--- config.mk ---
export PLATFORM = sky130hd
export DESIGN_NAME = crc_checked_frame_receiver_core
export DESIGN_NICKNAME = d
export VERILOG_FILES = /design/src/hdl/cfr_pkg.sv /design/src/hdl/crc_checked_frame_receiver_core.sv
export SDC_FILE = /design/constraint.sdc
export NUM_CORES = 1
export LEC_CHECK = 0
export ABC_AREA = 1
export ABC_CLOCK_PERIOD_IN_PS = 6500
export BUFFER_PORTS_ARGS = -buffer_cell sky130_fd_sc_hd__buf_2
export CAP_MARGIN = 40
export CORE_MARGIN = 1
export CORE_UTILIZATION = 45
export CTS_CLUSTER_SIZE = 16
export DETAILED_ROUTE_END_ITERATION = 12
export PLACE_DENSITY = 0.73
export SLEW_MARGIN = 20
export SYNTH_ARGS = -nofsm -noshare
export SYNTH_HDL_FRONTEND = slang
export SYNTH_SLANG_ARGS = --single-unit
--- constraint.sdc ---
create_clock -name clk -period 6.5 [get_ports clk]
set_input_delay 0.975 -clock clk [delete_from_list [all_inputs] [get_ports clk]]
set_output_delay 0.975 -clock clk [all_outputs]
set_load 0.05 [all_outputs]
--- src/hdl/cfr_pkg.sv ---
package cfr_pkg;

	localparam logic [7:0] HDR_BYTE  = 8'hFE;
	localparam logic [7:0] TAIL_BYTE = 8'hBB;

	localparam logic [7:0] EXPECTED_COMMAND_RST = 8'd97;
	localparam logic [7:0] EXPECTED_LENGTH_RST  = 8'd28;

	localparam logic CFG_EXPECTED_COMMAND = 1'b0;
	localparam logic CFG_EXPECTED_LENGTH  = 1'b1;

	typedef enum logic [2:0] {
		ST_HEAD1   = 3'd0,
		ST_HEAD2   = 3'd1,
		ST_CMD     = 3'd2,
		ST_LEN     = 3'd3,
		ST_PAYLOAD = 3'd4,
		ST_CRCHI   = 3'd5,
		ST_CRCLO   = 3'd6,
		ST_TAIL    = 3'd7
	} stage_t;

	typedef enum logic [1:0] {
		EV_NONE    = 2'd0,
		EV_PAYLOAD = 2'd1,
		EV_ACCEPT  = 2'd2,
		EV_REJECT  = 2'd3
	} event_t;

	// CRC-16/XMODEM (poly 0x1021), one byte per call
	function automatic logic [15:0] crc_byte(input logic [15:0] crc, input logic [7:0] b);
		logic [15:0] c;
		c = {crc[7:0], crc[15:8]};
		c = c ^ {8'h00, b};
		c = c ^ {12'h000, c[7:4]};
		c = c ^ {c[3:0], 12'h000};
		c = c ^ {3'b000, c[7:0], 5'b00000};
		return c;
	endfunction

endpackage

--- src/hdl/crc_checked_frame_receiver_core.sv ---
// Serial frame receiver: hunts for FE FE <command> <length>, forwards each payload byte
// with its index, then checks the big-endian CRC-16/XMODEM (over command, length and
// payload) and the 0xBB tail, giving one accept or reject event per frame. Every byte
// accepted on the input gives exactly one result transfer (event 0 when there is nothing
// to report). One byte is taken every cycle unless the input stalls; the byte passes
// through the input register, where the frame state and the one-byte CRC update are
// evaluated combinationally, and its result is held in the result register until it
// transfers. The block takes a new byte while a result waits to be taken and stalls
// only when both registers are full and the result is held off. The user must write
// configuration only while no byte is in flight; the block itself does not enforce this.
module crc_checked_frame_receiver_core (
	input  logic        clk,
	input  logic        arst_n,
	input  logic        cfg_we,
	input  logic        cfg_index,
	input  logic [7:0]  cfg_data,
	input  logic        in_valid,
	output logic        in_stall,
	input  logic [7:0]  rx_byte,
	output logic        out_valid,
	input  logic        out_stall,
	output logic [1:0]  event_res,
	output logic [7:0]  payload_byte,
	output logic [7:0]  payload_index
);

	logic [7:0] exp_cmd_q;
	logic [7:0] exp_len_q;

	logic       valid_s1;
	logic [7:0] rx_s1;

	cfr_pkg::stage_t stage_q, stage_d;
	logic [7:0]  count_q, count_d;
	logic [15:0] crc_q, crc_d;
	logic [15:0] rcrc_q, rcrc_d;
	logic [7:0]  fcmd_q, fcmd_d;
	logic [7:0]  flen_q, flen_d;

	logic        out_valid_q;
	cfr_pkg::event_t ev_q, ev_d;
	logic [7:0]  pb_q, pb_d;
	logic [7:0]  pi_q, pi_d;

	logic        advance;
	logic [7:0]  count_inc;

	assign advance   = valid_s1 && (!out_valid_q || !out_stall);
	assign in_stall  = valid_s1 && out_valid_q && out_stall;
	assign count_inc = count_q + 8'd1;

	always_ff @(posedge clk or negedge arst_n) begin
		if (!arst_n) begin
			exp_cmd_q <= cfr_pkg::EXPECTED_COMMAND_RST;
			exp_len_q <= cfr_pkg::EXPECTED_LENGTH_RST;
		end else if (cfg_we) begin
			case (cfg_index)
				cfr_pkg::CFG_EXPECTED_COMMAND: exp_cmd_q <= cfg_data;
				cfr_pkg::CFG_EXPECTED_LENGTH:  exp_len_q <= cfg_data;
				default: ;
			endcase
		end
	end

	// input register
	always_ff @(posedge clk or negedge arst_n) begin
		if (!arst_n) begin
			valid_s1 <= 1'b0;
		end else if (in_valid && !in_stall) begin
			valid_s1 <= 1'b1;
		end else if (advance) begin
			valid_s1 <= 1'b0;
		end
	end

	always_ff @(posedge clk) begin
		if (in_valid && !in_stall) begin
			rx_s1 <= rx_byte;
		end
	end

	always_comb begin
		stage_d = stage_q;
		count_d = count_q;
		crc_d   = crc_q;
		rcrc_d  = rcrc_q;
		fcmd_d  = fcmd_q;
		flen_d  = flen_q;
		ev_d    = cfr_pkg::EV_NONE;
		pb_d    = 8'h00;
		pi_d    = 8'h00;
		case (stage_q)
			cfr_pkg::ST_HEAD1: begin
				if (rx_s1 == cfr_pkg::HDR_BYTE) stage_d = cfr_pkg::ST_HEAD2;
			end
			cfr_pkg::ST_HEAD2: begin
				stage_d = (rx_s1 == cfr_pkg::HDR_BYTE) ? cfr_pkg::ST_CMD : cfr_pkg::ST_HEAD1;
			end
			cfr_pkg::ST_CMD: begin
				if (rx_s1 == exp_cmd_q) begin
					fcmd_d  = rx_s1;
					crc_d   = cfr_pkg::crc_byte(16'h0000, rx_s1);
					stage_d = cfr_pkg::ST_LEN;
				end else if (rx_s1 != cfr_pkg::HDR_BYTE) begin
					stage_d = cfr_pkg::ST_HEAD1;
				end
			end
			cfr_pkg::ST_LEN: begin
				if (rx_s1 != exp_len_q) begin
					// a mismatching FE may open the next header
					stage_d = (rx_s1 == cfr_pkg::HDR_BYTE) ? cfr_pkg::ST_HEAD2
					                                        : cfr_pkg::ST_HEAD1;
				end else begin
					flen_d  = rx_s1;
					crc_d   = cfr_pkg::crc_byte(crc_q, rx_s1);
					count_d = 8'h00;
					stage_d = (rx_s1 == 8'h00) ? cfr_pkg::ST_CRCHI : cfr_pkg::ST_PAYLOAD;
				end
			end
			cfr_pkg::ST_PAYLOAD: begin
				ev_d    = cfr_pkg::EV_PAYLOAD;
				pb_d    = rx_s1;
				pi_d    = count_q;
				crc_d   = cfr_pkg::crc_byte(crc_q, rx_s1);
				count_d = count_inc;
				if (count_inc >= flen_q) stage_d = cfr_pkg::ST_CRCHI;
			end
			cfr_pkg::ST_CRCHI: begin
				rcrc_d  = {rx_s1, 8'h00};
				stage_d = cfr_pkg::ST_CRCLO;
			end
			cfr_pkg::ST_CRCLO: begin
				rcrc_d  = {rcrc_q[15:8], rx_s1};
				stage_d = cfr_pkg::ST_TAIL;
			end
			cfr_pkg::ST_TAIL: begin
				if (rx_s1 == cfr_pkg::TAIL_BYTE && fcmd_q == exp_cmd_q &&
				    flen_q == exp_len_q && crc_q == rcrc_q) begin
					ev_d    = cfr_pkg::EV_ACCEPT;
					stage_d = cfr_pkg::ST_HEAD1;
				end else begin
					ev_d    = cfr_pkg::EV_REJECT;
					stage_d = (rx_s1 == cfr_pkg::HDR_BYTE) ? cfr_pkg::ST_HEAD2
					                                        : cfr_pkg::ST_HEAD1;
				end
			end
			default: stage_d = cfr_pkg::ST_HEAD1;
		endcase
	end

	always_ff @(posedge clk or negedge arst_n) begin
		if (!arst_n) begin
			stage_q <= cfr_pkg::ST_HEAD1;
			count_q <= 8'h00;
			crc_q   <= 16'h0000;
			rcrc_q  <= 16'h0000;
			fcmd_q  <= 8'h00;
			flen_q  <= 8'h00;
		end else if (advance) begin
			stage_q <= stage_d;
			count_q <= count_d;
			crc_q   <= crc_d;
			rcrc_q  <= rcrc_d;
			fcmd_q  <= fcmd_d;
			flen_q  <= flen_d;
		end
	end

	// result register
	always_ff @(posedge clk or negedge arst_n) begin
		if (!arst_n) begin
			out_valid_q <= 1'b0;
		end else if (advance) begin
			out_valid_q <= 1'b1;
		end else if (!out_stall) begin
			out_valid_q <= 1'b0;
		end
	end

	always_ff @(posedge clk) begin
		if (advance) begin
			ev_q <= ev_d;
			pb_q <= pb_d;
			pi_q <= pi_d;
		end
	end

	assign out_valid     = out_valid_q;
	assign event_res     = ev_q;
	assign payload_byte  = pb_q;
	assign payload_index = pi_q;

`ifndef SYNTH
	a_payload_fields_zero: assert property (@(posedge clk) disable iff (!arst_n)
		(out_valid_q && ev_q != cfr_pkg::EV_PAYLOAD) |-> (pb_q == 8'h00 && pi_q == 8'h00))
		else $error("payload fields nonzero outside a payload event");

	a_count_in_range: assert property (@(posedge clk) disable iff (!arst_n)
		(stage_q == cfr_pkg::ST_PAYLOAD) |-> (count_q < flen_q))
		else $error("payload count reached frame length inside payload phase");

	a_stall_only_full: assert property (@(posedge clk) disable iff (!arst_n)
		in_stall |-> (valid_s1 && out_valid_q))
		else $error("input stalled with a free register");

	a_accept_after_tail: assert property (@(posedge clk) disable iff (!arst_n)
		(advance && (ev_d == cfr_pkg::EV_ACCEPT || ev_d == cfr_pkg::EV_REJECT))
		|-> (stage_q == cfr_pkg::ST_TAIL))
		else $error("verdict outside tail stage");
`endif

endmodule

==> impl_metrics.json <==
{
  "maxCapViolations": 0,
  "crit_slowest_cell": "dfrtp_1",
  "avgSynthCellArea_um2": 8.22,
  "grt_util_met1_pct": 28.7,
  "multi_input_area_um2": 2310,
  "hold_slack_ps": 478,
  "grt_max_degree": 47,
  "holdCritPathClass": "flop to flop",
  "skew_ps": 6.33,
  "grt_use_met3_pct": 5.36,
  "power.switching_mw": 0.728,
  "relSlewSlack_pct": 57.7,
  "num_rows": 40,
  "regArea_um2": 2720,
  "clkLatencyLatePin_ps": 350,
  "worstPathMaxFanout": 4,
  "powerDensity_nw_per_um2": 331,
  "routed_wirelength_mm": 13.4,
  "cts_root_buffer": "clkbuf_16",
  "cp.required_ps": 6740,
  "clk_path_buf_depth": 2,
  "synthesis.area_um2": 5540,
  "slowest_delay_ps": 380,
  "syn2layout_area_growth_pct": 10.9,
  "drc": 0,
  "drtPass1Iterations": 5,
  "pwr-share-seq_pct": 42.8,
  "setup_viol": 0,
  "dieArea_um2": 12700,
  "hp-start": "valid_s1",
  "synth_cell_types": 38,
  "swShare_pct": 35.8,
  "yosysWarnings": 0,
  "drv_slew": 0,
  "cts.sinks": 103,
  "async_flop_share_pct": 74.8,
  "cts_resized": 0,
  "min_path_cells": 2,
  "post_cts_buffers": 0,
  "drtIter0Drc": 391,
  "dp_cells": 844,
  "die_y_um": 113,
  "fill_cells": 1119,
  "synth_area_leaders": "dfrtp_1 (32%), edfxtp_1 (14%), nand2_1 (12%)",
  "cts_tree": "done",
  "cp-startpoint": "count_q[2]",
  "synth.top_cells.by_count": "nand2_1 (173), inv_1 (89), o21ai_0 (73)",
  "power_frac_comb_pct": 29.7,
  "synth_seq_cells": 103,
  "io_pins": 42,
  "cts.reportedPaths.clkPinSlew_ps": 70,
  "synth_cells": 673,
  "post_drt_wl_per_cell_um": 15.6,
  "synth_nets": 704,
  "synth-main-ff-cell": "dfrtp_1",
  "vdd_drop_max_v": 0.000224,
  "worstReg2RegEnd": "stage_q[1]",
  "tightest_slew_ps": 634,
  "max_freq_mhz": 395,
  "grt_pass1_wl_mm": 21.9,
  "dp_hpwl_mm": 10.1,
  "synth-edff-count": 26,
  "endpoint_kind": "flop",
  "p_int_mw": 1.31,
  "routabilityCongestion": 0.905,
  "num_vias": 4558,
  "final_hold_viol_count": 0,
  "die_w_um": 113,
  "start_util_pct": 46.1,
  "ys_seq_area_share_pct": 49.1,
  "clockPowerShare_pct": 27.6,
  "path_buf_inv": 2,
  "cts.htree.levels": 3,
  "grtUsageMet2_pct": 37.1,
  "timing.final.crit_share_pct": 38.9,
  "core_area_um2": 12000,
  "num_antenna_cells": 0,
  "cts_hold_repair.buffers": 0,
  "ff2ff_setup_slack_ps": 3970,
  "antenna_found_initial": 0,
  "drive_above_1_share_pct": 13.3,
  "critical_path.top_delay_family": "simple AND/OR/NAND/NOR gates",
  "io_buffers": 41,
  "first_global_vias": 4333,
  "r2r_start": "count_q[2]",
  "yosys.area.top_type": "dfrtp_1",
  "cp-start-kind": "flop",
  "cts_made_buffers": 9,
  "postRouteAntennaNets": 0,
  "whs_endpoint": "out_valid",
  "grt_use_total_pct": 22.7,
  "tns_ps": 0,
  "status": "finished, final reports clean",
  "vias_per_cell": 5.29,
  "overflow": 0,
  "rsz0062_at_grt": "no",
  "cp.arrival_ps": 2770,
  "power_leakage_nw": 2.92,
  "top_usage_layer": "met2",
  "path_class": "flop to flop",
  "fin_cells": 861,
  "post-route-min-period_ps": 2530,
  "synth_top_area_share_pct": 32.1,
  "cp.depth": 13,
  "rr_worst_depth": 13,
  "crit_chain": "inv_1 > nor3_1 > nand4_1 > nor2_1 > xor2_1 > ha_1 > a21oi_1 > o21a_1 > nand4_1 > nand3_1 > inv_1 > nand2_1 > o21ai_0",
  "yosysMostFrequentCell": "nand2_1",
  "final_nets": 740
}
-- state kept, by name, summed over array words and instances, names as in the netlist --
register,flops
event_res,2
rx_s1,8
flen_q,8
payload_index,8
payload_byte,8
out_valid,1
crc_q,16
exp_len_q,8
valid_s1,1
exp_cmd_q,8
rcrc_q,16
count_q,8
stage_q,3
fcmd_q,8
-- kinds of logic after synthesis --
group           count (synthesis)  synth area share, %
compound gates                112                 11.3
xor+xnor                       36                 5.70
fa+ha+maj                       9                 2.03
buf+inv                       117                 9.22
flops                         103                 49.1
simple gates                  296                 22.6
-- layout make-up --
class                           count  area share [%]
Clock inverter                      5           0.896
Multi-Input combinational cell    453            37.7
Sequential cell                   103            44.2
Clock buffer                       11            4.14
Tap cell                          147            3.00
Timing Repair Buffer               44            4.07
Inverter                           98            6.03
-- power groups by stage --
stage                     logic (mW)  clock network, mW  registers (mW)
after detailed placement       0.591                  0           0.879
after floorplan                0.431                  0           0.878
after global placement         0.565                  0           0.876
final                          0.603              0.561           0.870
after CTS                      0.597              0.572           0.868
after global routing           0.688              0.593           0.879
-- tightest hold or removal path, delay by kind of cell, from the launching register on --
kind,cells,cell delay [ps]
flops,1,320
simple gates,1,60
buf+inv,1,60
-- routing by layer --
metal  routed length [um]  vias up
li1                     -     2227
met1                 5930     2132
met2                 6310      166
met3                  815       33
met4                  394        0
met5                    0        -
-- per-stage QoR --
step           total power, mW  util [%]  setup WS, ps  area, um2
5_1_grt                   2.16      51.1          3720       6140
4_1_cts                   2.04      51.1          3950       6130
3_3_place_gp              1.44      48.3          3950       5800
3_5_place_dp              1.47      48.5          3900       5820
2_1_floorplan             1.31         -          3510       5540
6_report                  2.03      51.1          3970       6140
-- worst max-delay path by stage --
stage                       to
finish              stage_q[1]
floorplan            flen_q[6]
detailed placement  rcrc_q[13]
global route        stage_q[1]
CTS                 stage_q[1]
global placement    rcrc_q[13]
-- layout by cell type (no fill, tap or decap), drive strengths merged --
cell type / n
nand2: 178
xor2: 17
bufinv: 1
o21a: 1
or3: 1
dfstp: 6
inv: 97
or2: 4
xnor2: 19
a21oi: 9
a21boi: 1
buf: 44
ha: 9
clkinvlp: 1
nand4: 12
edfxtp: 26
o21ai: 85
nor3: 7
o31ai: 3
o211ai: 1
clkinv: 4
nand3b: 1
o22ai: 12
nand3: 34
clkbuf: 11
nor2: 59
dfrtp: 71
Power figures use the tool's default switching activity.
